$ cat src/bgra_to_yuv420_converter_unit_assert.svh
// Assertion macros for the BGRA to YUV 4:2:0 converter.
// No dependencies; included by the top level only.
`ifndef BGRA_TO_YUV420_CONVERTER_UNIT_ASSERT_SVH
`define BGRA_TO_YUV420_CONVERTER_UNIT_ASSERT_SVH

// Plain property check, sampled on the rising clock, off during reset.
`define B2Y_ASSERT(label, clk_sig, rst_sig, prop, msg) \
  label: assert property (@(posedge clk_sig) disable iff (!rst_sig) (prop)) \
    else $error(msg);

// Same-cycle implication: when ante holds, cons must hold.
`define B2Y_ASSERT_IMPL(label, clk_sig, rst_sig, ante, cons, msg) \
  label: assert property (@(posedge clk_sig) disable iff (!rst_sig) (ante) |-> (cons)) \
    else $error(msg);

`endif

$ cat src/b2y420_pkg.sv
// Shared types and constants for the BGRA to YUV 4:2:0 converter.
// No dependencies; imported by every module of the block.
package b2y420_pkg;

  localparam int COLOR_W = 8;
  localparam int SUM_W   = 9;               // sum of two 8-bit samples
  localparam int PSUM_W  = 3 * SUM_W;       // packed B | G<<9 | R<<18 pair sums
  localparam int CFG_DATA_W = 13;
  localparam int CFG_IDX_W  = 2;

  // Configuration register indexes
  localparam logic [CFG_IDX_W-1:0] CFG_FRAME_WIDTH  = 2'd0;
  localparam logic [CFG_IDX_W-1:0] CFG_FRAME_HEIGHT = 2'd1;

  localparam logic [CFG_DATA_W-1:0] FRAME_WIDTH_RST  = 13'd1920;
  localparam logic [CFG_DATA_W-1:0] FRAME_HEIGHT_RST = 13'd1080;

  // BT.601 full-range luma weights
  localparam logic [7:0] Y_R_COEF = 8'd77;
  localparam logic [7:0] Y_G_COEF = 8'd150;
  localparam logic [7:0] Y_B_COEF = 8'd29;
  localparam logic [7:0] ROUND_HALF = 8'd128;

  // Chroma weights
  localparam logic signed [8:0] U_R_COEF = -9'sd43;
  localparam logic signed [8:0] U_G_COEF = -9'sd85;
  localparam logic signed [8:0] U_B_COEF = 9'sd128;
  localparam logic signed [8:0] V_R_COEF = 9'sd128;
  localparam logic signed [8:0] V_G_COEF = -9'sd107;
  localparam logic signed [8:0] V_B_COEF = -9'sd21;

  typedef struct packed {
    logic [COLOR_W-1:0] blue;
    logic [COLOR_W-1:0] green;
    logic [COLOR_W-1:0] red;
    logic               frame_start;
  } in_item_t;

  typedef struct packed {
    logic [COLOR_W-1:0] luma;
    logic               chroma_valid;
    logic [COLOR_W-1:0] chroma_blue_diff;
    logic [COLOR_W-1:0] chroma_red_diff;
    logic               line_end;
    logic               frame_end;
  } out_item_t;

  // First pipeline stage: pixel, pair sums and position flags
  typedef struct packed {
    logic [COLOR_W-1:0] blue;
    logic [COLOR_W-1:0] green;
    logic [COLOR_W-1:0] red;
    logic [SUM_W-1:0]   sum_b;
    logic [SUM_W-1:0]   sum_g;
    logic [SUM_W-1:0]   sum_r;
    logic               chroma_cand;   // block completes at this pixel
    logic               from_store;    // other row's sums come from the line store
    logic               line_end;
    logic               frame_end;
  } s1_item_t;

  // Line store access strobes
  typedef struct packed {
    logic wr_en;
    logic rd_en;
  } mem_ctl_t;

endpackage

$ cat src/b2y420_seq.sv
// Raster position tracker, config registers and line store addressing.
// Depends on b2y420_pkg; feeds the first pipeline stage.
module b2y420_seq
  import b2y420_pkg::*;
#(
  parameter int MAX_WIDTH  = 4096,
  parameter int MAX_HEIGHT = 4096
) (
  input  logic                  clk,
  input  logic                  rst_n,
  input  logic                  cfg_wr_en,
  input  logic [CFG_IDX_W-1:0]  cfg_index,
  input  logic [CFG_DATA_W-1:0] cfg_wr_data,
  input  logic                  in_valid,
  input  in_item_t              in_data,
  input  logic                  adv,
  output mem_ctl_t              mem_ctl,
  output logic [$clog2(MAX_WIDTH/2)-1:0] mem_addr,
  output logic [PSUM_W-1:0]     mem_wr_data,
  output logic                  s1_vld,
  output s1_item_t              s1_item
);

  localparam int CW    = $clog2(MAX_WIDTH);
  localparam int RW    = $clog2(MAX_HEIGHT);
  localparam int DEPTH = MAX_WIDTH / 2;
  localparam int IW    = $clog2(DEPTH);
  localparam int XW    = CFG_DATA_W + 1;

  logic [CFG_DATA_W-1:0] width_r, height_r;
  logic [CW-1:0]         col_r, col_nxt, col_cur, last_col;
  logic [RW-1:0]         row_r, row_nxt, row_cur, last_row;
  logic [COLOR_W-1:0]    prev_b_r, prev_g_r, prev_r_r;
  logic                  s1_vld_r;
  s1_item_t              s1_r, s1_nxt;
  logic                  accept, lend, last_line, fend;
  logic [CW-2:0]         idx_full;

  assign accept = in_valid & adv;

  // Out-of-range sizes: zero acts as one, oversize acts as the maximum
  always_comb begin
    if (width_r == '0) begin
      last_col = '0;
    end else if ({1'b0, width_r} > XW'(MAX_WIDTH)) begin
      last_col = CW'(MAX_WIDTH - 1);
    end else begin
      last_col = CW'(width_r - 1'b1);
    end
    if (height_r == '0) begin
      last_row = '0;
    end else if ({1'b0, height_r} > XW'(MAX_HEIGHT)) begin
      last_row = RW'(MAX_HEIGHT - 1);
    end else begin
      last_row = RW'(height_r - 1'b1);
    end
  end

  assign col_cur   = in_data.frame_start ? '0 : col_r;
  assign row_cur   = in_data.frame_start ? '0 : row_r;
  assign lend      = col_cur >= last_col;
  assign last_line = row_cur >= last_row;
  assign fend      = lend & last_line;

  assign idx_full = col_cur[CW-1:1];
  assign mem_addr = (idx_full > (CW-1)'(DEPTH - 1)) ? IW'(DEPTH - 1) : IW'(idx_full);

  always_comb begin
    s1_nxt.blue        = in_data.blue;
    s1_nxt.green       = in_data.green;
    s1_nxt.red         = in_data.red;
    s1_nxt.sum_b       = {1'b0, prev_b_r} + {1'b0, in_data.blue};
    s1_nxt.sum_g       = {1'b0, prev_g_r} + {1'b0, in_data.green};
    s1_nxt.sum_r       = {1'b0, prev_r_r} + {1'b0, in_data.red};
    s1_nxt.chroma_cand = col_cur[0] & (row_cur[0] | last_line);
    s1_nxt.from_store  = row_cur[0];
    s1_nxt.line_end    = lend;
    s1_nxt.frame_end   = fend;
  end

  // Even row writes, odd row reads: a pair's entry is always written a full line ahead
  assign mem_ctl.wr_en = accept & col_cur[0] & ~row_cur[0] & ~last_line;
  assign mem_ctl.rd_en = accept & col_cur[0] & row_cur[0];
  assign mem_wr_data   = {s1_nxt.sum_r, s1_nxt.sum_g, s1_nxt.sum_b};

  always_comb begin
    col_nxt = col_r;
    row_nxt = row_r;
    if (accept) begin
      if (lend) begin
        col_nxt = '0;
        row_nxt = fend ? '0 : row_cur + 1'b1;
      end else begin
        col_nxt = col_cur + 1'b1;
        row_nxt = row_cur;
      end
    end
  end

  always_ff @(posedge clk) begin
    if (!rst_n) begin
      width_r  <= FRAME_WIDTH_RST;
      height_r <= FRAME_HEIGHT_RST;
      col_r    <= '0;
      row_r    <= '0;
      prev_b_r <= '0;
      prev_g_r <= '0;
      prev_r_r <= '0;
      s1_vld_r <= 1'b0;
    end else begin
      if (cfg_wr_en) begin
        case (cfg_index)
          CFG_FRAME_WIDTH:  width_r  <= cfg_wr_data;
          CFG_FRAME_HEIGHT: height_r <= cfg_wr_data;
          default: ;
        endcase
      end
      col_r <= col_nxt;
      row_r <= row_nxt;
      if (accept) begin
        prev_b_r <= in_data.blue;
        prev_g_r <= in_data.green;
        prev_r_r <= in_data.red;
      end
      if (adv) begin
        s1_vld_r <= accept;
      end
    end
  end

  always_ff @(posedge clk) begin
    if (accept) begin
      s1_r <= s1_nxt;
    end
  end

  assign s1_vld  = s1_vld_r;
  assign s1_item = s1_r;

endmodule

$ cat config.mk
export PLATFORM = sky130hd
export DESIGN_NAME = b2y420_seq
export DESIGN_NICKNAME = d
export VERILOG_FILES = /design/src/bgra_to_yuv420_converter_unit_assert.svh /design/src/b2y420_pkg.sv /design/src/b2y420_seq.sv
export SDC_FILE = /design/constraint.sdc
export NUM_CORES = 1
export LEC_CHECK = 0
export CAP_MARGIN = 40
export CORE_ASPECT_RATIO = 1.75
export CORE_MARGIN = 1
export CORE_UTILIZATION = 50
export DETAILED_ROUTE_END_ITERATION = 10
export DONT_BUFFER_PORTS = 1
export HOLD_SLACK_MARGIN = 0.05
export SLEW_MARGIN = 20
export SYNTH_ARGS = -nofsm -noshare
export SYNTH_HDL_FRONTEND = slang
export SYNTH_SLANG_ARGS = --single-unit
$ cat constraint.sdc
create_clock -name clk -period 4.6 [get_ports clk]
set_input_delay 0.23 -clock clk [delete_from_list [all_inputs] [get_ports clk]]
set_output_delay 0.23 -clock clk [all_outputs]
set_load 0.005 [all_outputs]
---- Yosys cells after proc, flatten, opt, wreduce, memory -nomap -nowiden ----
Index checks and enable logic that the tools add are counted.
W data, S select, Z words.
operators by class
  add/sub/neg operators ................... 7
  magnitude comparators ................... 5
  eq/ne operators ......................... 1
  mux-type cells .......................... 10
  bitwise gates (word level) .............. 10
  reductions and logical operators ........ 5
operator list
  operator                 number
  $mux W12                 9
  $add A8 B8 Y9            3
  $gt A13 B13 Y1 const B   2
  $logic_not A13 Y1        2
  $add A12 B1 Y12 const B  2
  $ge A12 B12 Y1           2
  $sub A12 B1 Y12 const B  2
  $gt A11 B11 Y1 const B   1
  $mux W11                 1
  $and A1 B1 Y1            7
  $reduce_and A2 Y1        2
  $eq A2 B1 Y1 const B     1
  $logic_not A2 Y1         1
  $not A1 Y1               2
  $or A1 B1 Y1             1
word-level totals
  register bits ........................... 130
  input port bits ......................... 45

---- Longest topological paths before layout ----
  depth in word-level cells ............... 7
  depth in mapped cells ................... 18
  mapped depth without buffers ............ 15

---- Worst setup path after synthesis ----
Ideal clock, no wire load.
  path type ............................... reg2reg
  from .................................... reg width_r[2]
  to ...................................... reg col_r[7]
  setup time .............................. 0.074 ns
  data arrival time ....................... 3.495 ns
  data required time ...................... 4.526 ns
  path slack .............................. 1.030 ns
  cell stages (with the launch flop) ...... 17
  clock period less this slack ............ 3.570 ns
  cell sequence ........................... dfxtp_1 -> nor4_1 -> nand2_1 -> or2_1 -> buf_2 -> or3_1 -> clkbuf_1 -> a21oi_1 -> a21oi_1 -> ha_1 -> nand2b_4 -> a2111oi_4 -> o21bai_2 -> nor2_4 -> inv_2 -> or4_1 -> a31oi_1
between the ends
  cells in the longest elaborated chain, start to end .. 5
  elaborated cells between the ends (all ways) .. 7
  those cells by class .................... add/sub (1); order compare (2); mux (3); reduce/logical (1)
RTL lines
  element                                                   line                                text
  start, declared                                           b2y420_seq.sv:30                    logic [CFG_DATA_W-1:0] width_r, height_r;
  start signal, assigned                                    b2y420_seq.sv:113                   CFG_FRAME_WIDTH: width_r <= cfg_wr_data;
  $sub A12 B1 Y12 / $gt A13 B13 Y1 (equally long branches)  b2y420_seq.sv:48, b2y420_seq.sv:45
  $mux W12                                                  b2y420_seq.sv:45                    end else if ({1'b0, width_r} > XW'(MAX_WIDTH)) begin
  $mux W12 (*)                                              b2y420_seq.sv:43                    if (width_r == '0) begin
  $ge A12 B12 Y1 (*)                                        b2y420_seq.sv:61                    assign lend = col_cur >= last_col;
  $mux W12 (*)                                              b2y420_seq.sv:90                    if (lend) begin
  end signal, assigned                                      b2y420_seq.sv:118                   col_r <= col_nxt;
  end, declared                                             b2y420_seq.sv:31                    logic [CW-1:0] col_r, col_nxt, col_cur, last_col;
Mark *: on every way between the ends. The rest lies on a longest branch, timed or not.
A chain may end at the register's enable or synchronous reset.

==> metrics.md <==
| Metric | Value |
|---|---|
| Final Skew | `6.456 ps` |
| Top cells by area, synth | `edfxtp_1 23%, dfxtp_1 21%, ha_1 9.0%` |
| Cell area after synthesis | `7248 µm²` |
| Setup TNS | `0 ps` |
| DPL Wire Length | `12120 µm` |
| Top_reg_cell synth | `dfxtp_1` |
| Internal | `2.252 mW` |
| YS warnings | `0` |
| Max Slew Vio Count | `0` |
| Unique cell type count in the Yosys netlist | `68` |
| Clock network fraction of total power | `0.475` |
| Vias | `5737` |
| Root Buffer | `clkbuf_16` |
| Worst vdd ir | `0.2695 mV` |
| Inserted Diodes | `0` |
| Power Density | `362.9 nW/µm²` |
| Initial Utilization | `0.5159` |
| Area Overhead vs Synth | `13.98%` |
| Crit path DAT | `3990 ps` |
| TritonCTS sink count | `130` |
| CP Max Fanout | `13` |
| Sequential element share of the synthesized area | `0.4350` |
| Clock transition at path regs | `60 ps` |
| CTS hold repair buffers | `41` |
| Worst-case clock buffer depth | `2` |
| Placer Congestion | `0.8944` |
| DIE AREA | `15000 µm²` |
| I/O Buffers | `0` |
| Slowest CP cell | `or4_1` |
| Routed Antenna Nets | `0` |
| Worst-Margin Slew | `786.6 ps` |
| Fin Hold WS | `72.07 ps` |
| Grt total ovfl | `0` |
| Clock Latency Late Sink | `420 ps` |
| Place WS | `872.5 ps` |
| Period utilization | `0.9184` |
| Setup CP Type | `flip-flop to primary output` |
| Placed insts | `921` |
| Cells after Synth | `797` |
| Status | `complete, no violations` |
| Drt drc | `0` |
| FMAX | `0.2367 GHz` |
| Post-CTS Setup Repair Bufs | `0` |
| First-pass GRT wire length | `27420 µm` |
| CP Launch Type | `flip-flop` |
| Gates resized, CTS repair | `0` |
| Final setup vio count | `0` |
| Placed Area | `7203 µm²` |
| Post-route setup slack | `375.4 ps` |
| Mean Syn Cell Area | `9.094 µm²` |
| Drt wl/cell | `17.32 µm` |
| Final Critical Period | `4225 ps` |
| Critical Path, Cell by Cell | `or4_1 > nand2b_1 > nor3_2 > nand2_1 > o21ai_0 > ha_1 > and2_1 > a221oi_1 > o21ai_0 > a21boi_0 > buf_4 > inv_1 > nor4_1 > buf_4` |
| Share of cells above drive strength 1 | `0.06601` |
| Max-cap viol count | `0` |
| Largest net degree at the start of global routing | `76` |
| Net Sw Power | `0.7457 mW` |
| Syn Nets | `897` |
| Drt pass-1 iters | `5` |
| Initial antenna violation count | `0` |
| Crit. End Element | `primary output` |
| Initial DRC count | `304` |
| H-Tree Depth | `4` |
| Die W | `93.02 µm` |
| Final core occ | `0.5880` |
| CP max stage delay | `580 ps` |
| Die height | `161.3 µm` |
| P_leak | `3.183 nW` |
| Final #Nets | `905` |
| WP data required | `4370 ps` |
| Asr flop ratio synth | `0` |
| CTS Buf Count | `17` |
| Finished Layout Cells | `995` |
| Sw frac | `0.2487` |
| Leading area contributor after synthesis | `edfxtp_1` |
| Finished Cell Area | `8262 µm²` |
| HP Class | `primary input to flip-flop` |
| CTS tree | `built` |
| All-Layer GR Usage | `0.2321` |
| PnR Total Power | `2.998 mW` |
| IO Pins | `141` |
| Final Hold Fails | `0` |
| Share of the synthesized area in the top cell type | `0.2279` |
| RSZ-0062 raised after global routing | `false` |
| Slew margin rel. | `0.4682` |
| Vias in the first global route | `5829` |
| Core ar. | `14050 µm²` |
| Drt total wl | `17240 µm` |
| Combinational power share | `0.093` |
| Vias per cell | `5.766` |
| Sequential fraction of design power | `0.432` |
| Flops & latches, synth | `130` |
| Post-synth EDFFs | `55` |
| FP Rows | `57` |
## layout make-up
cell class                      count  area, µm²
Sequential cell                   130       3153
Clock inverter                     14      191.4
Inverter                           27      102.6
Timing Repair Buffer               49      500.5
Fill cell                        1181       5788
Multi-Input combinational cell    580       3664
Clock buffer                       18      429.2
Tap cell                          177      221.5
## worst paths after layout
path / start / to / slack (ps) / cells after the start
setup / recovery: height_r[6]$_SDFFE_PN0P_ / mem_ctl[1] / 380 / 14
hold / removal: cfg_index[0] / width_r[12]$_SDFFE_PN0P_ / 70 / 3
hold reg to reg: prev_g_r[4]$_SDFFE_PN0P_ / prev_g_r[4]$_SDFFE_PN0P_ / 460 / 2
setup reg to reg: width_r[2]$_SDFFE_PN0P_ / row_r[3]$_SDFFE_PN0P_ / 850 / 14
## power by group through the flow
stage / sequential (mW) / clock [mW] / combinational (mW)
5_1_grt: 1.30 / 1.49 / 0.312
2_1_floorplan: 1.31 / 0 / 0.238
4_1_cts: 1.30 / 1.45 / 0.277
3_5_place_dp: 1.32 / 0 / 0.239
6_report: 1.30 / 1.42 / 0.279
3_3_place_gp: 1.32 / 0 / 0.229
## metal layers
metal	wire length, µm	GRT usage
met1	6473	0.2416
met2	9314	0.4295
met3	951	0.05744
met4	498	0.1035
met5	0	0
## cell usage in the layout (no fill, tap or decap), types with 6 or more instances in the layout
master | synthesis | final
a21oi_1 | 79 | 79
dlygate4sd3_1 | 0 | 41
nor2_1 | 36 | 36
inv_1 | 25 | 24
xnor2_1 | 26 | 26
nor2b_1 | 37 | 37
nand2_1 | 141 | 141
o22ai_1 | 6 | 6
dfxtp_1 | 75 | 75
nand3b_1 | 6 | 6
o21ai_0 | 26 | 26
nand2b_1 | 12 | 12
clkbuf_16 | 0 | 17
nand3_1 | 28 | 28
edfxtp_1 | 55 | 55
o21a_1 | 6 | 6
nand4_1 | 8 | 8
nor3_1 | 14 | 14
ha_1 | 52 | 52
xor2_1 | 11 | 11
a22oi_1 | 6 | 6
a21o_1 | 8 | 8
## kinds of logic after synthesis
| group | Yosys count | synth area share |
|---|---|---|
| and+or+nand+nor | 321 | 0.2182 |
| AOI/OAI and AO/OA | 165 | 0.1416 |
| DFF | 130 | 0.4350 |
| buffers and inverters | 87 | 0.05955 |
| adders and majority gates | 56 | 0.09943 |
| xor gates and xnor gates | 37 | 0.04471 |
| muxes | 1 | 0.001553 |
## synth_stat cells, drive strengths merged, types with 3 or more instances
cell type,number
nand2b,13
nand4,8
buf,33
a21oi,79
nor2,37
or4,4
nand4b,4
and2,4
dfxtp,75
ha,52
xnor2,26
xor2,11
a211oi,3
nor4b,3
nand2,141
nor4,5
nor2b,37
nand3,28
o21a,6
clkbuf,27
inv,27
nand3b,6
o41ai,3
a31oi,3
o22ai,6
fa,3
a21o,8
edfxtp,55
a22oi,6
nor3,16
nor3b,5
o21ai,26
and3,3
## critical path: cells and delay by family, from the launching register on
family / cells / cell delay [ps]
fa+ha+maj: 1 / 280
buf+inv: 3 / 470
simple gates: 6 / 1670
flops: 1 / 350
compound gates: 4 / 810
## sequential cells by signal, summed over array words and instances, names as in the netlist
| register | flops |
|---|---|
| row_r | 12 |
| col_r | 12 |
| prev_r_r | 8 |
| s1_vld | 1 |
| width_r | 13 |
| height_r | 13 |
| prev_b_r | 8 |
| prev_g_r | 8 |
| s1_item | 55 |
No activity file was read; power rests on OpenSTA's default activity.
