===== src/bgra_to_yuv420_converter_unit_assert.svh =====
// Assertion macros for the BGRA to YUV 4:2:0 converter.
// No dependencies; included by the top level only.
`ifndef BGRA_TO_YUV420_CONVERTER_UNIT_ASSERT_SVH
`define BGRA_TO_YUV420_CONVERTER_UNIT_ASSERT_SVH

// Plain property check, sampled on the rising clock, off during reset.
`define B2Y_ASSERT(label, clk_sig, rst_sig, prop, msg) \
  label: assert property (@(posedge clk_sig) disable iff (!rst_sig) (prop)) \
    else $error(msg);

// Same-cycle implication: when ante holds, cons must hold.
`define B2Y_ASSERT_IMPL(label, clk_sig, rst_sig, ante, cons, msg) \
  label: assert property (@(posedge clk_sig) disable iff (!rst_sig) (ante) |-> (cons)) \
    else $error(msg);

`endif


===== src/b2y420_pkg.sv =====
// Shared types and constants for the BGRA to YUV 4:2:0 converter.
// No dependencies; imported by every module of the block.
package b2y420_pkg;

  localparam int COLOR_W = 8;
  localparam int SUM_W   = 9;               // sum of two 8-bit samples
  localparam int PSUM_W  = 3 * SUM_W;       // packed B | G<<9 | R<<18 pair sums
  localparam int CFG_DATA_W = 13;
  localparam int CFG_IDX_W  = 2;

  // Configuration register indexes
  localparam logic [CFG_IDX_W-1:0] CFG_FRAME_WIDTH  = 2'd0;
  localparam logic [CFG_IDX_W-1:0] CFG_FRAME_HEIGHT = 2'd1;

  localparam logic [CFG_DATA_W-1:0] FRAME_WIDTH_RST  = 13'd1920;
  localparam logic [CFG_DATA_W-1:0] FRAME_HEIGHT_RST = 13'd1080;

  // BT.601 full-range luma weights
  localparam logic [7:0] Y_R_COEF = 8'd77;
  localparam logic [7:0] Y_G_COEF = 8'd150;
  localparam logic [7:0] Y_B_COEF = 8'd29;
  localparam logic [7:0] ROUND_HALF = 8'd128;

  // Chroma weights
  localparam logic signed [8:0] U_R_COEF = -9'sd43;
  localparam logic signed [8:0] U_G_COEF = -9'sd85;
  localparam logic signed [8:0] U_B_COEF = 9'sd128;
  localparam logic signed [8:0] V_R_COEF = 9'sd128;
  localparam logic signed [8:0] V_G_COEF = -9'sd107;
  localparam logic signed [8:0] V_B_COEF = -9'sd21;

  typedef struct packed {
    logic [COLOR_W-1:0] blue;
    logic [COLOR_W-1:0] green;
    logic [COLOR_W-1:0] red;
    logic               frame_start;
  } in_item_t;

  typedef struct packed {
    logic [COLOR_W-1:0] luma;
    logic               chroma_valid;
    logic [COLOR_W-1:0] chroma_blue_diff;
    logic [COLOR_W-1:0] chroma_red_diff;
    logic               line_end;
    logic               frame_end;
  } out_item_t;

  // First pipeline stage: pixel, pair sums and position flags
  typedef struct packed {
    logic [COLOR_W-1:0] blue;
    logic [COLOR_W-1:0] green;
    logic [COLOR_W-1:0] red;
    logic [SUM_W-1:0]   sum_b;
    logic [SUM_W-1:0]   sum_g;
    logic [SUM_W-1:0]   sum_r;
    logic               chroma_cand;   // block completes at this pixel
    logic               from_store;    // other row's sums come from the line store
    logic               line_end;
    logic               frame_end;
  } s1_item_t;

  // Line store access strobes
  typedef struct packed {
    logic wr_en;
    logic rd_en;
  } mem_ctl_t;

endpackage


===== src/b2y420_csc.sv =====
// Color math: luma and 2x2 averages, then U/V with clamping into the output register.
// Depends on b2y420_pkg; takes the first stage and line store read data.
module b2y420_csc
  import b2y420_pkg::*;
(
  input  logic              clk,
  input  logic              rst_n,
  input  logic              adv,
  input  logic              s1_vld,
  input  s1_item_t          s1_item,
  input  logic [PSUM_W-1:0] mem_rd_data,
  output logic              out_valid,
  output out_item_t         out_data
);

  function automatic logic signed [18:0] mul_k(input logic [7:0] a,
                                               input logic signed [8:0] k);
    logic signed [18:0] ae;
    logic signed [18:0] ke;
    ae = {11'b0, a};
    ke = {{10{k[8]}}, k};
    return ae * ke;
  endfunction

  // floor(t / 256) + 128, clamped to a byte
  function automatic logic [7:0] chroma_clamp(input logic signed [18:0] t);
    logic signed [10:0] q;
    logic signed [10:0] q_off;
    q     = t[18:8];
    q_off = q + 11'sd128;
    if (q_off < 0) begin
      return 8'd0;
    end else if (q_off > 11'sd255) begin
      return 8'd255;
    end else begin
      return q_off[7:0];
    end
  endfunction

  logic                s2_vld_r;
  logic [COLOR_W-1:0]  luma_r, avg_b_r, avg_g_r, avg_r_r;
  logic                chroma_r, lend_r, fend_r;
  logic                out_valid_r;
  out_item_t           out_r, out_nxt;

  logic [15:0]         luma_acc;
  logic [PSUM_W-1:0]   other;
  logic [SUM_W:0]      tot_b, tot_g, tot_r;
  logic signed [18:0]  t_u, t_v;

  assign luma_acc = 16'(s1_item.red)   * 16'(Y_R_COEF)
                  + 16'(s1_item.green) * 16'(Y_G_COEF)
                  + 16'(s1_item.blue)  * 16'(Y_B_COEF)
                  + 16'(ROUND_HALF);

  // Last odd row pairs with itself
  assign other = s1_item.from_store ? mem_rd_data
                                    : {s1_item.sum_r, s1_item.sum_g, s1_item.sum_b};
  assign tot_b = {1'b0, s1_item.sum_b} + {1'b0, other[SUM_W-1:0]} + (SUM_W+1)'(2);
  assign tot_g = {1'b0, s1_item.sum_g} + {1'b0, other[2*SUM_W-1:SUM_W]} + (SUM_W+1)'(2);
  assign tot_r = {1'b0, s1_item.sum_r} + {1'b0, other[3*SUM_W-1:2*SUM_W]} + (SUM_W+1)'(2);

  assign t_u = mul_k(avg_r_r, U_R_COEF) + mul_k(avg_g_r, U_G_COEF)
             + mul_k(avg_b_r, U_B_COEF) + 19'sd128;
  assign t_v = mul_k(avg_r_r, V_R_COEF) + mul_k(avg_g_r, V_G_COEF)
             + mul_k(avg_b_r, V_B_COEF) + 19'sd128;

  always_comb begin
    out_nxt.luma             = luma_r;
    out_nxt.chroma_valid     = chroma_r;
    out_nxt.chroma_blue_diff = chroma_r ? chroma_clamp(t_u) : '0;
    out_nxt.chroma_red_diff  = chroma_r ? chroma_clamp(t_v) : '0;
    out_nxt.line_end         = lend_r;
    out_nxt.frame_end        = fend_r;
  end

  always_ff @(posedge clk) begin
    if (!rst_n) begin
      s2_vld_r    <= 1'b0;
      out_valid_r <= 1'b0;
    end else if (adv) begin
      s2_vld_r    <= s1_vld;
      out_valid_r <= s2_vld_r;
    end
  end

  always_ff @(posedge clk) begin
    if (adv) begin
      luma_r   <= luma_acc[15:8];
      avg_b_r  <= tot_b[SUM_W:2];
      avg_g_r  <= tot_g[SUM_W:2];
      avg_r_r  <= tot_r[SUM_W:2];
      chroma_r <= s1_item.chroma_cand;
      lend_r   <= s1_item.line_end;
      fend_r   <= s1_item.frame_end;
      out_r    <= out_nxt;
    end
  end

  assign out_valid = out_valid_r;
  assign out_data  = out_r;

endmodule


===== config.mk =====
export PLATFORM = sky130hd
export DESIGN_NAME = b2y420_csc
export DESIGN_NICKNAME = d
export VERILOG_FILES = /design/src/bgra_to_yuv420_converter_unit_assert.svh /design/src/b2y420_pkg.sv /design/src/b2y420_csc.sv
export SDC_FILE = /design/constraint.sdc
export NUM_CORES = 1
export LEC_CHECK = 0
export ABC_AREA = 1
export BUFFER_PORTS_ARGS = -buffer_cell sky130_fd_sc_hd__buf_2
export CAP_MARGIN = 20
export CORE_MARGIN = 3
export CORE_UTILIZATION = 34
export CTS_CLUSTER_SIZE = 14
export DETAILED_ROUTE_END_ITERATION = 8
export PLACE_DENSITY = 0.57
export SLEW_MARGIN = 10
export SYNTH_ARGS = -nofsm -noshare
export SYNTH_HDL_FRONTEND = slang
export SYNTH_SLANG_ARGS = --single-unit

===== constraint.sdc =====
create_clock -name clk -period 21.4 [get_ports clk]
set_clock_uncertainty 0.2 [all_clocks]
set_input_delay 4.28 -clock clk [delete_from_list [all_inputs] [get_ports clk]]
set_output_delay 4.28 -clock clk [all_outputs]
set_load 0.01 [all_outputs]

Word-level counts from Yosys, hierarchy flattened:

Cells that the tools add are included.

* reduce and logical (&&, ||, !) cells: 2
* add/subtract/negate cells: 17
* multiplexer cells: 3
* magnitude comparators: 4
* $mul: 7
* bitwise gates (word level): 1

Operators by type and width (number)
* $add A19 B9 Y19 const B: 2
* $add A16 B17 Y18: 2
* $mul A9 B8 Y17 const B: 2
* $add A10 B2 Y10 const B: 3
* $add A9 B9 Y10: 3
* $mul A8 B7 Y15 const B: 2
* $mux W27: 1
* $add A11 B9 Y11 const B: 2
* $gt A11 B9 Y1 const B: 2
* $lt A11 B1 Y1 const B: 2
* $add A18 B15 Y19: 1
* $add A18 B16 Y19: 1
* $add A15 B16 Y16: 1
* $add A16 B13 Y16: 1
* $add A16 B8 Y16 const B: 1
* $mul A9 B7 Y16 const B: 1
* $mux W8: 2
* $mul A9 B6 Y15 const B: 1
* $mul A8 B5 Y13 const B: 1
* $reduce_or A2 Y1: 2
* $not A1 Y1: 1

* logic and storage cells: 49
* flip-flop bits (word level): 64
* output and inout bits: 28

Longest topological paths before layout:

Gate-level depths: netlist of run 1.

* depth after elaboration: 7
* mapped depth: 33

Least setup slack after synthesis of run 1:

No wires, ideal clock.

* path type: in2reg
* start: input port s1_item[43] (netlist bit)
* end: register luma_r[7], data pin
* stages on the path: 25
* arrival time: 9677 ps
* path slack: 11265 ps
* data required time: 20942 ps
* cell sequence: ha_1 -> ha_1 -> inv_1 -> fa_1 -> fa_1 -> inv_1 -> ha_1 -> xor2_1 -> fa_1 -> inv_1 -> fa_1 -> fa_1 -> inv_1 -> fa_1 -> ha_1 -> ha_1 -> inv_1 -> o21bai_1 -> nand2_1 -> nand2_1 -> nand2_1 -> nand2_1 -> nand2_1 -> nand2_1 -> xnor2_1

* cells in the longest elaborated chain, start to end: 4

Ends and longest elaborated chain
* start: declaration: line b2y420_csc.sv:10 `input s1_item_t s1_item,`
* $mul A8 B7 Y15: line b2y420_csc.sv:52 `+ 16'(s1_item.green) * 16'(Y_G_COEF)`
* $add A15 B16 Y16: line b2y420_csc.sv:52
* $add A16 B13 Y16: line b2y420_csc.sv:53 `+ 16'(s1_item.blue) * 16'(Y_B_COEF)`
* $add A16 B8 Y16: line b2y420_csc.sv:54 `+ 16'(ROUND_HALF);`
* net luma_acc[15]: line b2y420_csc.sv:46 `logic [15:0] luma_acc;`
* end signal: assignment: line b2y420_csc.sv:89 `luma_r <= luma_acc[15:8];`
* end: declaration: line b2y420_csc.sv:41 `logic [COLOR_W-1:0] luma_r, avg_b_r, avg_g_r, avg_r_r;`

The timed path passes the listed nets, and every way through them passes these cells.
A chain may end at the register's enable or synchronous reset.

Worst setup path in the final report of run 1:

Ends and elaborated chain as after synthesis.

==> results.sh, run 1 <==
export IMPL_diodes=0
export IMPL_vias=9151
export IMPL_reg2regPathDepth=29
export IMPL_finalNetCount=2103
export IMPL_r2r_end="out_data[12]"
export IMPL_ant_nets=0
export IMPL_grt_max_degree=66
export IMPL_cp_top_family="adder cells"
export IMPL_ctsHoldBuffers=0
export IMPL_wl_per_cell_um=12.4
export IMPL_yosys_warnings=0
export IMPL_port_buffers=113
export IMPL_path_class="input port to register"
export IMPL_drc=0
export IMPL_cts_resized=0
export IMPL_worstPathArrival_ps=10100
export IMPL_wl_mm=25.9
export IMPL_slew_viol_final=0
export IMPL_seq_area_um2=1900
export IMPL_core_rowCount=71
export IMPL_cp_startpoint="s1_item[43]"
export IMPL_min_delay_path_class="register to register"
export IMPL_area_delta_synth_final_pct=11.7
export IMPL_hold_viol_final=0
export IMPL_cts_root_buf="clkbuf_16"
export IMPL_final_cell_mix="inv_1 (439), ha_1 (281), nand2_1 (181)"
export IMPL_synthCells=1457
export IMPL_track_usage=0.134
export IMPL_multi_input_area_um2=9460
export IMPL_cap_violations=0
export IMPL_postSynthAreaPerCell_um2=8.95
export IMPL_drt_initial_drc_count=201
export IMPL_grt_pass1_vias=9792
export IMPL_max_slew_margin_rel=0.420
export IMPL_overflow=0
export IMPL_setup_viol=0
export IMPL_r2r_start="avg_r_r[1]"
export IMPL_dr_pass1_iters=4
export IMPL_syn_nets=1981
export IMPL_clockBufferDepth=2
export IMPL_start_kind="input port"
export IMPL_crit_slowest_cell="fa_1"
export IMPL_cts_tree="yes"
export IMPL_grt_pass1_wl_mm=45.0
export IMPL_viasPerCell=4.37
export IMPL_io_pins=114
export IMPL_netlist_area_um2=13000
export IMPL_h_tree_depth=3
export IMPL_antenna_found_initial=0
export IMPL_ff2ff_setup_slack_ps=14960
export IMPL_start_util=0.345
export IMPL_fin_tns_setup_ps=0
export IMPL_hp_start="luma_r[1]"
export IMPL_slowest_delay_ps=520
export IMPL_cts_setup_buffers=0
export IMPL_ys_types=36
export IMPL_cts_sinks=64
export IMPL_clkLatencyLatePin_ps=350
export IMPL_rsz0062_at_grt="no"
export IMPL_mostFrequentLayoutCell="inv_1"
export IMPL_clkTransAtPathRegs_ps=60
export IMPL_place_gp_congestion=0.847
export IMPL_status="complete, no violations"
export IMPL_hold_path_depth=0
export IMPL_hold_end="out_data[20]"
export IMPL_end_kind="register"
export IMPL_crit_buf_inv=6
export IMPL_die_area_um2=40700
export IMPL_critPathMaxFanout=4
export IMPL_n_fill_cell=3855
export IMPL_period_share=0.477
export IMPL_worst_pin_slew_ps=869
export IMPL_post_place_ws_ps=10810
export IMPL_ys_seq_area_frac=0.146
export IMPL_die_y_um=202
export IMPL_finalCriticalPeriod_ps=10210
export IMPL_cp_required_ps=21300
export IMPL_fin_area_um2=14600
export IMPL_dpl_hpwl_mm=23.1
export IMPL_placed_area_um2=14200
export IMPL_ys_seq_elements=64
export IMPL_layout_drive_gt1_share=0.134
export IMPL_die_width_um=202
export IMPL_core_um2=37800
export IMPL_cts_buffers=9
export IMPL_setup_ws_ps=11190
export IMPL_max_freq_mhz=98.0
## area by class of cell
| class | count | area share |
|---|---|---|
| inverters | 444 | 0.114 |
| well taps | 511 | 0.0439 |
| clock inverters | 7 | 0.00713 |
| repair buffers | 114 | 0.0393 |
| multi-input cells | 946 | 0.649 |
| clock buffers | 9 | 0.0155 |
| flip-flops and latches | 64 | 0.131 |
## flip-flops by register name, summed over array words and instances, names as in the netlist
signal     count
avg_b_r        8
avg_g_r        8
avg_r_r        8
chroma_r       1
fend_r         1
lend_r         1
luma_r         8
out_data      27
out_valid      1
s2_vld_r       1
## per-stage QoR
| step | hold slack, ps | util | cells |
|---|---|---|---|
| 2_1_floorplan | 200 | - | 1457 |
| 3_3_place_gp | 202 | 0.377 | 2079 |
| 5_1_grt | 229 | 0.386 | 2095 |
| 4_1_cts | 221 | 0.386 | 2095 |
| 3_5_place_dp | 207 | 0.377 | 2079 |
| 6_report | 219 | 0.386 | 2095 |
## synth_stat cells (all sizes together)
master,n,area [µm²]
nand2,208,878
nor3,7,45.0
nand3,46,260
o21bai,6,45.0
inv,444,1670
ha,281,3520
a31oi,2,12.5
buf,1,7.51
nor2,65,272
a21o,9,67.6
or2,1,6.26
nand4,8,65.1
clkbuf,2,7.51
and3,1,6.26
a21oi,65,378
mux2,21,236
fa,157,3140
edfxtp,62,1860
nand3b,9,67.6
o21ai,17,85.1
nor4,1,6.26
xnor2,14,123
o211ai,2,15.0
dfxtp,2,40.0
xor2,26,228
## metal layers
layer / track usage / share of wire / up-vias
li1: - / - / 4730
met5: 0 / 0 / -
met4: 0.0277 / 0.011 / 0
met1: 0.162 / 0.45 / 4345
met2: 0.255 / 0.52 / 56
met3: 0.0176 / 0.019 / 20
## logic make-up (layout without fill, tap and decap cells)
group                    Yosys count  after routing  synth area share
adder cells (fa/ha/maj)          438            438             0.511
multiplexers                      21             21            0.0181
AO/OA/AOI/OAI                    101            101            0.0463
AND/OR/NAND/NOR                  346            346             0.123
XOR/XNOR                          40             40            0.0269
buffers and inverters            447            574             0.129
flip-flops                        64             64             0.146
## how the worst max path moves through the flow
stage                            to  slack, ps  depth (start not counted)
final                     luma_r[7]      11190                         26
after global routing      luma_r[7]      10860                         26
after CTS                 luma_r[7]      11170                         26
after detailed placement  luma_r[7]      10810                         26
after global placement    luma_r[7]      10870                         26
after floorplan           luma_r[7]      11270                         25
Power of run 1 is left out: the tool's default activity adds up to more than one toggle a clock period on the data nets, which glitch-free logic cannot reach.
==> run 2: changes to the inputs <==
Settings changed: ABC_AREA 1 to 0, PLACE_DENSITY 0.57 to 0.59.
Clock period 21.4 ns to 8.91 ns, I/O delays scaled along.
==> results.sh, run 2 <==
export IMPL_status="complete, no violations"
export IMPL_die_area_um2=38300
export IMPL_ys_types=73
export IMPL_cap_violations=0
export IMPL_hold_slack_ps=221
export IMPL_end_kind="register"
export IMPL_h_tree_depth=3
export IMPL_grt_pass1_vias=8674
export IMPL_clockBufferDepth=2
export IMPL_synth_edf_count=62
export IMPL_ant_nets=0
export IMPL_critPathMaxFanout=4
export IMPL_cts_root_buf="clkbuf_16"
export IMPL_antenna_found_initial=1
export IMPL_largest_reg_flops=27
export IMPL_ys_top_cells_by_count="inv_1 (344), ha_1 (281), fa_1 (157), edfxtp_1 (62), nor2_1 (43)"
export IMPL_ys_flop_type="edfxtp_1"
export IMPL_ys_seq_area_frac=0.155
export IMPL_slew_viol_final=0
export IMPL_finalNetCount=1834
export IMPL_overflow=0
export IMPL_track_usage=0.136
export IMPL_io_pins=114
export IMPL_start_util=0.349
export IMPL_start_kind="input port"
export IMPL_drt_initial_drc_count=274
export IMPL_cts_tree="yes"
export IMPL_core_um2=35100
export IMPL_post_place_ws_ps=265
export IMPL_viasPerCell=4.59
export IMPL_synth_top_area_cell="ha_1"
export IMPL_vias=8118
export IMPL_ys_seq_elements=64
export IMPL_port_buffers=113
export IMPL_clkTransAtPathRegs_ps=60
export IMPL_wl_per_cell_um=13.9
export IMPL_core_rowCount=68
export IMPL_async_flop_share=0
export IMPL_dr_pass1_iters=4
export IMPL_postSynthAreaPerCell_um2=10.3
export IMPL_crit_slowest_cell="fa_1"
export IMPL_synthCells=1190
export IMPL_netlist_area_um2=12200
export IMPL_die_width_um=196
export IMPL_synth_top_area_share=0.287
export IMPL_mostFrequentLayoutCell="inv_1"
export IMPL_worstPathArrival_ps=8150
export IMPL_cpMostUsedCell="fa_1"
export IMPL_n_fill_cell=3485
export IMPL_area_delta_synth_final_pct=11.4
export IMPL_hold_viol_final=0
export IMPL_max_freq_mhz=121
export IMPL_clkLatencyLatePin_ps=340
export IMPL_syn_nets=1714
export IMPL_crit_buf_inv=5
export IMPL_max_slew_margin_rel=0.418
export IMPL_worst_pin_slew_ps=873
export IMPL_slowest_delay_ps=510
export IMPL_rsz0062_at_grt="no"
export IMPL_cts_setup_buffers=0
export IMPL_setup_viol=0
export IMPL_period_share=0.927
export IMPL_dpl_hpwl_mm=21.6
export IMPL_min_delay_path_class="register to register"
export IMPL_place_gp_congestion=0.824
export IMPL_diodes=0
export IMPL_cts_buffers=9
export IMPL_die_y_um=196
export IMPL_yosysMostFrequentCell="inv_1"
export IMPL_ctsHoldBuffers=0
export IMPL_fin_tns_setup_ps=0
export IMPL_cp_required_ps=8800
export IMPL_drc=0
export IMPL_cts_sinks=64
export IMPL_grt_pass1_wl_mm=42.2
export IMPL_path_class="input port to register"
export IMPL_synthTopCellsByArea="ha_1 (29%), fa_1 (26%), edfxtp_1 (15%), inv_1 (11%), xnor2_1 (2.3%)"
export IMPL_grt_max_degree=65
export IMPL_setup_ws_ps=647
export IMPL_layout_drive_gt1_share=0.129
export IMPL_yosys_warnings=0
export IMPL_final_cell_mix="inv_1 (344), ha_1 (281), fa_1 (157)"
export IMPL_cts_resized=0
export IMPL_finalCriticalPeriod_ps=8260
export IMPL_cp_top_family="adder cells"
export IMPL_wl_mm=24.6
==> run 2: changes by cell type in the layout (fill, tap and decap cells not counted), sizes merged, moves of 7 or more <==
| cell | before | now |
|---|---|---|
| nand2 | 208 | 20 |
| xor2 | 26 | 17 |
| nor2b | 0 | 11 |
| a21oi | 65 | 37 |
| xnor2 | 14 | 32 |
| nand3 | 46 | 10 |
| mux2i | 0 | 7 |
| o21a | 0 | 13 |
| inv | 446 | 346 |
| nor2 | 65 | 43 |
==> run 2: cells by family (layout without fill, tap and decap cells) <==
logic type               after synthesis  in the layout  share of synthesized area
adder cells (fa/ha/maj)              439            439                      0.545
buffers and inverters                350            475                      0.107
AND/OR/NAND/NOR                      135            135                     0.0600
AO/OA/AOI/OAI                        124            124                     0.0699
flip-flops                            64             64                      0.155
XOR/XNOR                              50             50                     0.0375
multiplexers                          28             28                     0.0250
==> run 2: worst register-to-register path, cell delays in order, from the launching register on <==
cell and delay [ps]:
edfxtp_1 580, inv_1 210, fa_1 490, fa_1 520, inv_1 50, fa_1 480, inv_1 60, fa_1 500
fa_1 550, inv_1 60, fa_1 530, inv_1 40, ha_1 210, nor4_1 270, o21ai_1 190, and4_1 300
a311oi_2 450, o21bai_1 130, xor2_1 160, ha_1 180, nand4_1 70, or3_1 310, or3_1 320, a31oi_1 160
==> run 2: worst paths after layout <==
| check | slack, ps | from | cells after the start | endpoint |
|---|---|---|---|---|
| max | 650 | s1_item[43] | 25 | luma_r[7] |
| min | 220 | luma_r[5] | 0 | out_data[24] |
| max reg2reg | 1730 | avg_r_r[1] | 23 | out_data[17] |
| min reg2reg | 220 | luma_r[5] | 0 | out_data[24] |
==> run 2: area by class of cell <==
type                    count  area (µm²)  share of cell area
clock inverters             7        47.5             0.00349
multi-input cells         776        9020               0.662
clock buffers               9         225              0.0165
flip-flops and latches     64        1900               0.139
inverters                 345        1290              0.0949
repair buffers            114         576              0.0422
well taps                 455         569              0.0417
==> run 2: per-layer routing <==
metal	global-route usage	part of all wire	up-vias	routed length, µm
li1	-	-	4087	-
met1	0.180	0.46	3929	11400
met2	0.235	0.49	81	12000
met3	0.0237	0.041	19	1000
met4	0.0253	0.0099	2	245
met5	0	0.00053	-	13
==> run 2: through the flow <==
step,util,cells,area [µm²]
floorplan,-,1190,12200
global placement,0.381,1754,13400
detailed placement,0.381,1754,13400
CTS,0.389,1770,13600
global route,0.389,1770,13600
finish,0.389,1770,13600
Power of run 2 is left out for the same reason.
==> run 3: changes to the inputs <==
Settings changed: PLACE_DENSITY 0.59 to 0.58.
==> results.sh, run 3 (same netlist as run 2, synthesis figures left out) <==
export IMPL_path_class="input port to register"
export IMPL_crit_slowest_cell="fa_1"
export IMPL_grt_max_degree=65
export IMPL_clkTransAtPathRegs_ps=60
export IMPL_slowest_delay_ps=510
export IMPL_core_rowCount=68
export IMPL_cts_sinks=64
export IMPL_cp_required_ps=8800
export IMPL_port_buffers=113
export IMPL_die_area_um2=38300
export IMPL_place_gp_congestion=0.828
export IMPL_final_cell_mix="inv_1 (344), ha_1 (281), fa_1 (157)"
export IMPL_overflow=0
export IMPL_cpMostUsedCell="fa_1"
export IMPL_setup_viol=0
export IMPL_worst_pin_slew_ps=902
export IMPL_hp_start="lend_r"
export IMPL_max_slew_margin_rel=0.399
export IMPL_reg2regPathDepth=23
export IMPL_io_pins=114
export IMPL_start_kind="input port"
export IMPL_cts_root_buf="clkbuf_16"
export IMPL_h_tree_depth=3
export IMPL_min_delay_path_class="register to register"
export IMPL_ctsHoldBuffers=0
export IMPL_core_um2=35100
export IMPL_track_usage=0.138
export IMPL_wl_mm=25.0
export IMPL_cts_resized=0
export IMPL_end_kind="register"
export IMPL_cts_tree="yes"
export IMPL_area_delta_synth_final_pct=11.5
export IMPL_rsz0062_at_grt="no"
export IMPL_fin_tns_setup_ps=0
export IMPL_ant_nets=0
export IMPL_cts_setup_buffers=0
export IMPL_finalCriticalPeriod_ps=8280
export IMPL_hold_path_depth=0
export IMPL_period_share=0.930
export IMPL_start_util=0.349
export IMPL_layout_drive_gt1_share=0.129
export IMPL_grt_pass1_vias=8809
export IMPL_hold_viol_final=0
export IMPL_max_freq_mhz=121
export IMPL_r2r_end="out_data[17]"
export IMPL_antenna_found_initial=0
export IMPL_dr_pass1_iters=4
export IMPL_slew_viol_final=0
export IMPL_grt_pass1_wl_mm=42.8
export IMPL_cts_buffers=9
export IMPL_cap_violations=0
export IMPL_worstPathArrival_ps=8170
export IMPL_ff2ff_setup_slack_ps=1730
export IMPL_vias=8126
export IMPL_r2r_start="avg_r_r[1]"
export IMPL_die_y_um=196
export IMPL_clkLatencyLatePin_ps=350
export IMPL_drt_initial_drc_count=237
export IMPL_drc=0
export IMPL_viasPerCell=4.59
export IMPL_mostFrequentLayoutCell="inv_1"
export IMPL_finalNetCount=1834
export IMPL_diodes=0
export IMPL_critPathMaxFanout=4
export IMPL_clockBufferDepth=2
export IMPL_wl_per_cell_um=14.1
export IMPL_die_width_um=196
export IMPL_dpl_hpwl_mm=21.9
export IMPL_status="complete, no violations"
export IMPL_largest_reg_flops=27
export IMPL_hold_end="out_data[1]"
export IMPL_crit_buf_inv=5
export IMPL_cp_top_family="adder cells"
-- run 3: cell count changes in the layout (fill, tap and decap cells not counted) --
cell        previous run  this run
clkinvlp_4             2         1
inv_6                  1         2
inv_8                  0         1
clkinv_2               3         2
-- run 3: final cells by class --
| type | count | area [µm²] |
|---|---|---|
| Sequential cell | 64 | 1900 |
| Multi-Input combinational cell | 776 | 9020 |
| Clock inverter | 7 | 55.1 |
| Timing Repair Buffer | 114 | 576 |
| Fill cell | 3531 | 21400 |
| Clock buffer | 9 | 225 |
| Tap cell | 455 | 569 |
| Inverter | 345 | 1290 |
-- run 3: worst max path at each step --
stage	slack (ps)	endpoint	from	cells after the start
3_3_place_gp	360	luma_r[7]	s1_item[43]	25
6_report	630	luma_r[7]	s1_item[43]	25
5_1_grt	260	luma_r[7]	s1_item[43]	25
4_1_cts	600	luma_r[7]	s1_item[43]	25
2_1_floorplan	630	luma_r[7]	s1_item[43]	24
3_5_place_dp	260	luma_r[7]	s1_item[43]	25
-- run 3: metrics by stage --
step	instances	hold slack, ps	util	setup slack [ps]	instance area [µm²]
2_1_floorplan	1190	200	-	633	12200
3_3_place_gp	1754	201	0.381	356	13400
3_5_place_dp	1754	206	0.381	258	13400
4_1_cts	1770	220	0.389	603	13600
5_1_grt	1770	222	0.389	264	13600
6_report	1770	218	0.389	627	13600
-- run 3: layer usage --
layer / GRT usage / wire length (µm)
met1: 0.183 / 11700
met2: 0.236 / 12100
met3: 0.0232 / 848
met4: 0.0314 / 317
met5: 0 / 0
Power of run 3 is left out for the same reason.
